[src/design/bbse_pkg.sv]
package bbse_pkg;

	// default stack depth in 64-bit words
	localparam int unsigned STACK_DEPTH_DEF = 32;

	localparam int unsigned WORD_W = 64;

	typedef enum logic [3:0] {
		OP_VAR   = 4'd0,
		OP_AND   = 4'd1,
		OP_OR    = 4'd2,
		OP_XOR   = 4'd3,
		OP_NOT   = 4'd4,
		OP_IMP   = 4'd5,
		OP_NAND  = 4'd6,
		OP_NOR   = 4'd7,
		OP_XNOR  = 4'd8
	} op_t;

	// one instruction as held in the input stage
	typedef struct packed {
		logic [3:0]  req_type;
		logic [3:0]  var_index;
		logic [15:0] row_index;
		logic        last_instr;
	} instr_t;

	// end-of-program result
	typedef struct packed {
		logic [WORD_W-1:0] truth_word;
		logic              stack_error;
	} result_t;

	// bit pattern of one variable over a 64-row block
	function automatic logic [WORD_W-1:0] var_word(input logic [3:0] vi,
	                                               input logic [15:0] row);
		logic [WORD_W-1:0] w;
		case (vi)
			4'd0:    w = 64'hAAAA_AAAA_AAAA_AAAA;
			4'd1:    w = 64'hCCCC_CCCC_CCCC_CCCC;
			4'd2:    w = 64'hF0F0_F0F0_F0F0_F0F0;
			4'd3:    w = 64'hFF00_FF00_FF00_FF00;
			4'd4:    w = 64'hFFFF_0000_FFFF_0000;
			4'd5:    w = 64'hFFFF_FFFF_0000_0000;
			default: w = {WORD_W{row[vi]}};
		endcase
		return w;
	endfunction

endpackage

[src/design/bbse_alu.sv]
module bbse_alu
	import bbse_pkg::*;
(
	input  logic [3:0]        req_type,
	input  logic [3:0]        var_index,
	input  logic [15:0]       row_index,
	input  logic [WORD_W-1:0] a,
	input  logic [WORD_W-1:0] b,
	output logic [WORD_W-1:0] word
);

	// a is the lower operand, b the top of stack
	always_comb begin
		case (req_type)
			OP_VAR:   word = var_word(var_index, row_index);
			OP_AND:   word = a & b;
			OP_OR:    word = a | b;
			OP_XOR:   word = a ^ b;
			OP_NOT:   word = ~b;
			OP_IMP:   word = ~a | b;
			OP_NAND:  word = ~(a & b);
			OP_NOR:   word = ~(a | b);
			OP_XNOR:  word = ~(a ^ b);
			default:  word = b;
		endcase
	end

endmodule

[src/design/bbse_stack.sv]
module bbse_stack
	import bbse_pkg::*;
#(
	parameter int unsigned STACK_DEPTH = STACK_DEPTH_DEF
) (
	input  logic    clk,
	input  logic    arst_n,
	input  logic    go,
	input  instr_t  instr,
	output result_t result
);

	localparam int unsigned LW = $clog2(STACK_DEPTH + 1);
	localparam int unsigned IW = (STACK_DEPTH > 1) ? $clog2(STACK_DEPTH) : 1;

	logic [LW-1:0]     level_q;
	logic              err_q;
	logic [WORD_W-1:0] tos_q;
	logic [WORD_W-1:0] nos_q;
	logic [WORD_W-1:0] spill_q;
	logic [WORD_W-1:0] mem [STACK_DEPTH];

	logic              is_var, is_not, is_bin, full;
	logic              do_push, do_not, do_bin, err_now;
	logic [WORD_W-1:0] alu_word, tos_n, nos_n;
	logic [LW-1:0]     level_n, wa_full, ra_full;
	logic              err_n;
	logic [IW-1:0]     wa, ra;

	bbse_alu u_alu (
		.req_type  (instr.req_type),
		.var_index (instr.var_index),
		.row_index (instr.row_index),
		.a         (nos_q),
		.b         (tos_q),
		.word      (alu_word)
	);

	always_comb begin
		is_var  = (instr.req_type == OP_VAR);
		is_not  = (instr.req_type == OP_NOT);
		is_bin  = !is_var && !is_not && (instr.req_type <= OP_XNOR);
		full    = (level_q == LW'(STACK_DEPTH));
		do_push = is_var && !full;
		do_not  = is_not && (level_q != '0);
		do_bin  = is_bin && (level_q >= LW'(2));
		err_now = (is_var && full) || (is_not && (level_q == '0))
		          || (is_bin && (level_q < LW'(2)));

		tos_n = (do_push || do_not || do_bin) ? alu_word : tos_q;
		nos_n = do_push ? tos_q : (do_bin ? spill_q : nos_q);
		if (do_push)
			level_n = level_q + LW'(1);
		else if (do_bin)
			level_n = level_q - LW'(1);
		else
			level_n = level_q;
		err_n = err_q | err_now;

		// memory holds all words below the top two
		wa_full = level_q - LW'(2);
		ra_full = level_q - LW'(4);
		wa      = wa_full[IW-1:0];
		ra      = ra_full[IW-1:0];

		result.truth_word  = (level_n == '0) ? '0 : tos_n;
		result.stack_error = (level_n == '0) | err_n;
	end

	always_ff @(posedge clk or negedge arst_n) begin
		if (!arst_n) begin
			level_q <= '0;
			err_q   <= 1'b0;
		end else if (go) begin
			if (instr.last_instr) begin
				level_q <= '0;
				err_q   <= 1'b0;
			end else begin
				level_q <= level_n;
				err_q   <= err_n;
			end
		end
	end

	always_ff @(posedge clk) begin
		if (go) begin
			tos_q <= tos_n;
			nos_q <= nos_n;
		end
	end

	// spill_q mirrors the memory top word, forwarded on a push
	always_ff @(posedge clk) begin
		if (go && do_push) begin
			if (level_q >= LW'(2))
				mem[wa] <= nos_q;
			spill_q <= nos_q;
		end else if (go && do_bin) begin
			spill_q <= mem[ra];
		end
	end

endmodule

[src/design/bitsliced_boolean_stack_evaluator_core.sv]
// Bit-sliced Boolean stack evaluator: runs a postfix Boolean program, one
// instruction per input beat, over a block of 64 truth-table rows, each stack
// word carrying one bit per row. Variables 0 to 5 push the usual alternating
// masks, higher variables push all ones or all zeros from the matching bit of
// row_index. Binary ops pop two words and push the result, NOT complements the
// top word. The beat marked tlast ends the program: one result beat carries the
// top word and a sticky error flag (underflow, overflow or empty stack at the
// end) and the stack is emptied for the next program. Non-final beats give no
// output. One instruction per clock is sustained, also for back-to-back binary
// ops, unless a final beat waits on a full result register: the top two words
// live in registers, the rest in a memory with one write and one registered
// read port, next word prefetched. A final beat passes the input register, then
// the result register. No clearing after reset; only pushed words are used.
module bitsliced_boolean_stack_evaluator_core
	import bbse_pkg::*;
#(
	parameter int unsigned STACK_DEPTH = STACK_DEPTH_DEF
) (
	input  logic        clk,
	input  logic        arst_n,

	// instruction stream
	input  logic        s_axis_tvalid,
	output logic        s_axis_tready,
	input  logic [23:0] s_axis_tdata,   // req_type[3:0], var_index[7:4], row_index[23:8]
	input  logic        s_axis_tlast,   // last_instr

	// result stream
	output logic        m_axis_tvalid,
	input  logic        m_axis_tready,
	output logic [63:0] m_axis_tdata,   // truth_word[63:0]
	output logic [0:0]  m_axis_tuser    // stack_error[0]
);

	logic    valid_s1;
	instr_t  instr_s1;
	logic    advance;
	logic    s_accept;
	result_t result;
	logic    out_valid_q;
	result_t out_q;

	// only a final beat needs the result register free
	assign advance  = valid_s1 && (!instr_s1.last_instr || !out_valid_q || m_axis_tready);
	assign s_axis_tready = !valid_s1 || advance;
	assign s_accept = s_axis_tvalid && s_axis_tready;

	// input register stage
	always_ff @(posedge clk or negedge arst_n) begin
		if (!arst_n) begin
			valid_s1 <= 1'b0;
		end else begin
			valid_s1 <= s_accept || (valid_s1 && !advance);
		end
	end

	always_ff @(posedge clk) begin
		if (s_accept) begin
			instr_s1.req_type   <= s_axis_tdata[3:0];
			instr_s1.var_index  <= s_axis_tdata[7:4];
			instr_s1.row_index  <= s_axis_tdata[23:8];
			instr_s1.last_instr <= s_axis_tlast;
		end
	end

	// stack state, operand registers and spill memory
	bbse_stack #(
		.STACK_DEPTH (STACK_DEPTH)
	) u_stack (
		.clk    (clk),
		.arst_n (arst_n),
		.go     (advance),
		.instr  (instr_s1),
		.result (result)
	);

	// result register
	always_ff @(posedge clk or negedge arst_n) begin
		if (!arst_n) begin
			out_valid_q <= 1'b0;
		end else if (advance && instr_s1.last_instr) begin
			out_valid_q <= 1'b1;
		end else if (m_axis_tready) begin
			out_valid_q <= 1'b0;
		end
	end

	always_ff @(posedge clk) begin
		if (advance && instr_s1.last_instr) begin
			out_q <= result;
		end
	end

	assign m_axis_tvalid   = out_valid_q;
	assign m_axis_tdata    = out_q.truth_word;
	assign m_axis_tuser[0] = out_q.stack_error;

endmodule
[config.mk]
export PLATFORM = sky130hd
export DESIGN_NAME = bitsliced_boolean_stack_evaluator_core
export DESIGN_NICKNAME = d
export VERILOG_FILES = /design/src/design/bbse_pkg.sv /design/src/design/bbse_alu.sv /design/src/design/bbse_stack.sv /design/src/design/bitsliced_boolean_stack_evaluator_core.sv
export SDC_FILE = /design/constraint.sdc
export NUM_CORES = 2
export LEC_CHECK = 0
export BUFFER_PORTS_ARGS = -buffer_cell sky130_fd_sc_hd__clkbuf_2
export CAP_MARGIN = 10
export CORE_UTILIZATION = 45
export CTS_CLUSTER_DIAMETER = 60
export DETAILED_ROUTE_END_ITERATION = 16
export PLACE_DENSITY = 0.7
export RECOVER_POWER = 100
export SYNTH_ARGS = -nofsm -noshare
export SYNTH_HDL_FRONTEND = slang
export SYNTH_SLANG_ARGS = --single-unit
export TNS_END_PERCENT = 20
[constraint.sdc]
create_clock -name clk -period 10.3 [get_ports clk]
set_clock_uncertainty 0.2 [all_clocks]
set_input_delay 1.545 -clock clk [delete_from_list [all_inputs] [get_ports clk]]
set_output_delay 1.545 -clock clk [all_outputs]
set_load 0.02 [all_outputs]
==> summary.md <==
| Metric | Value |
|---|---|
| Status | finished, violations left |
| Failing checks | capacitance limit, slew limit |
| CP Data Required Time | 10.77 ns |
| Main synth FF type | edfxtp_1 |
| Placed Cells | 8023 |
| GRT Util Overall | 23.8% |
| Fillers | 16900 |
| Reg2reg start | u_stack.level_q[1] |
| DR vias | 52500 |
| Final Hold Fails | 0 |
| Post-synthesis sequential area ratio | 72.0% |
| Peak VDD IR | 0.242 mV |
| Gpl congestion | 0.947 |
| Post-CTS setup buffers | 0 |
| Top cells by count, synth | 2330 x edfxtp_1, 513 x mux4_2, 325 x nand2_1, 309 x mux2i_1, 203 x ha_1 |
| Clk Latency, worst-skew pair | 0.93 ns |
| Initial drt markers | 7179 |
| Maxcap violations | 57 |
| Setup ws final | 2.04 ns |
| Die X | 467 µm |
| First-pass GRT wire length | 374 mm |
| HP Class | register to register |
| Largest net degree at the start of global routing | 145 |
| Pre-antenna DRT Iters | 6 |
| Total CTS buffers | 232 |
| Worst Setup End Kind | register |
| Largest family of logic cells by synthesized area | multiplexers |
| Avg WL per Cell | 30.8 µm |
| Mux cell area share after synthesis | 15.2% |
| Initial Util | 45.3% |
| Post-synthesis xor/xnor area fraction | 0.0898% |
| Hold Crit Start | u_stack.spill_q[27] |
| Synth area leaders | edfxtp_1 72%, mux4_2 12%, mux2i_1 3.2%, ha_1 2.6%, nand2_1 1.3% |
| Finish-stage setup viols | 0 |
| Syn-to-layout area delta | 11.6% |
| Antenna Nets Post-Route | 0 |
| Post-cts sizing count | 0 |
| Die Height | 467 µm |
| Critical path class | register to register |
| Cts hold-fix bufs | 0 |
| Ys async rst share | 0.385% |
| Core Area | 215000 µm² |
| Root Buffer | clkbuf_16 |
| Row cnt | 170 |
| Period utilization | 80.1% |
| Vias in the first global route | 52500 |
| CP Launch Point | u_stack.level_q[1] |
| Die Area | 219000 µm² |
| EDFF count, synth | 2330 |
| Static Leak | 34.7 nW |
| DRC violations left | 0 |
| Fraction of layout instances using a drive strength above 1 | 18.6% |
| WL final | 261 mm |
| Tightest Pin Transition | 3.45 ns |
| CTS H-tree depth | 4 |
| Worst EP arrival | 8.72 ns |
| Seq cells post-synth | 2339 |
| F_max | 0.121 GHz |
| Clock slew at reported path FFs | 0.06 ns |
| Final Critical Period | 8.26 ns |
| Slew margin rel. | -130% |
| Post-synth top area share | 71.8% |
| Top Ports | 96 |
| Synthesis warning total | 0 |
| Core Util, Final | 50.6% |
| Synth cell types | 97 |
| Sink Count | 2339 |
| Area share of fa/ha/maj cells after synthesis | 2.62% |
| Final Cell Area | 109000 µm² |
| Final net count | 5656 |
| Finished Layout Cells | 8463 |
| Fin. max-slew vios | 1974 |
| Crit-path max FO | 55 |
| Clock buffer depth | 3 |
| Post-Syn Nets | 5480 |
| Post-Synth Simple-Gate Area | 3.17% |
| DP HPWL | 153 mm |
| Mapped Avg Cell Area | 18.6 µm² |
| I/O Buffers | 95 |
| Antenna violations before repair | 13 |
| Synth Cell Area | 97500 µm² |
| RSZ-0062 raised after global routing | false |
| CTS tree | built |
| Largest area contributor in the netlist | edfxtp_1 |
| Top-count cell post-synth | edfxtp_1 |
| PwrDens | 275 nW/µm² |
| Synth Instances | 5248 |
| GR Overflow Total | 0 |
| Vias per Instance | 6.20 |
| Final TNS setup | 0 ns |
| Hold_ws | 0.305 ns |
| Total power | 29.9 mW |
| Synth Area in Compound Gates | 4.97% |
| Startpoint class of the critical path | register |
| Post-Place Worst Slack | 4.24 ns |
| Placed cell area | 102000 µm² |
-- layout make-up --
| class | count | area, µm² | area share, % |
|---|---|---|---|
| flip-flops and latches | 2339 | 70200 | 64.5 |
| multi-input cells | 2443 | 25600 | 23.5 |
| clock buffers | 278 | 6020 | 5.53 |
| well taps | 2838 | 3550 | 3.26 |
| repair buffers | 260 | 1450 | 1.33 |
| clock inverters | 152 | 1440 | 1.33 |
| inverters | 148 | 558 | 0.513 |
| diodes | 5 | 12.5 | 0.0115 |
-- critical path, stage by stage (launching register included) --
cell and delay [ns]:
dfrtp_1 2.17, inv_1 0.54, ha_1 0.47, and3b_1 0.23, a2111oi_0 0.58, a21oi_1 0.67
a211oi_1 2.31, a221o_2 0.56, and2_0 0.33
-- sequential cells by signal (all words and copies together) (netlist names) --
register / cells
m_axis_tvalid: 1
u_stack.err_q: 1
valid_s1: 1
instr_s1: 25
u_stack.spill_q: 64
m_axis_tdata: 64
u_stack.mem: 2048
m_axis_tuser: 1
u_stack.tos_q: 64
u_stack.nos_q: 64
u_stack.level_q: 6
-- routing by layer --
| metal | wire, µm | GRT usage (%) |
|---|---|---|
| met3 | 25000 | 5.15 |
| met1 | 102000 | 32.6 |
| met4 | 11800 | 10.2 |
| met5 | 13 | 0 |
| met2 | 121000 | 36.8 |
-- logic make-up (layout without fill, tap and decap cells) --
group                    after synthesis  in the layout
flip-flops                          2339           2339
multiplexers                         836            836
AO/OA/AOI/OAI                        715            715
AND/OR/NAND/NOR                      678            678
buffers and inverters                466            838
adder cells (fa/ha/maj)              204            204
XOR/XNOR                              10             10
other                                  0              5
-- final timing paths --
path                                            to  slack (ns)  depth (start not counted)
worst max-delay path               m_axis_tdata[2]        2.04                          8
worst min-delay path             u_stack.nos_q[27]        0.30                          2
worst max register to register     m_axis_tdata[2]        2.04                          8
worst min register to register   u_stack.nos_q[27]        0.30                          2
max in group asynchronous       u_stack.level_q[0]        8.96                          1
min in group asynchronous                 valid_s1        0.40                          1
-- cells in the final DEF, fill, tap and decap left out, types with 138 or more instances in the layout --
cell / count
clkbuf_1: 183
clkbuf_16: 234
mux4_2: 513
inv_1: 145
ha_1: 202
mux2i_1: 309
o21ai_0: 195
a22oi_1: 138
nand2_1: 324
edfxtp_1: 2330
-- where the power goes --
part / switching, mW / leakage [nW] / total [mW] / internal (mW)
clock: 3.66 / 3.63 / 8.30 / 4.64
sequential: 0.697 / 21.2 / 12.5 / 11.8
combinational: 5.70 / 9.86 / 9.13 / 3.42
total: 10.1 / 34.7 / 29.9 / 19.9
(Power assumes the default switching activity.)
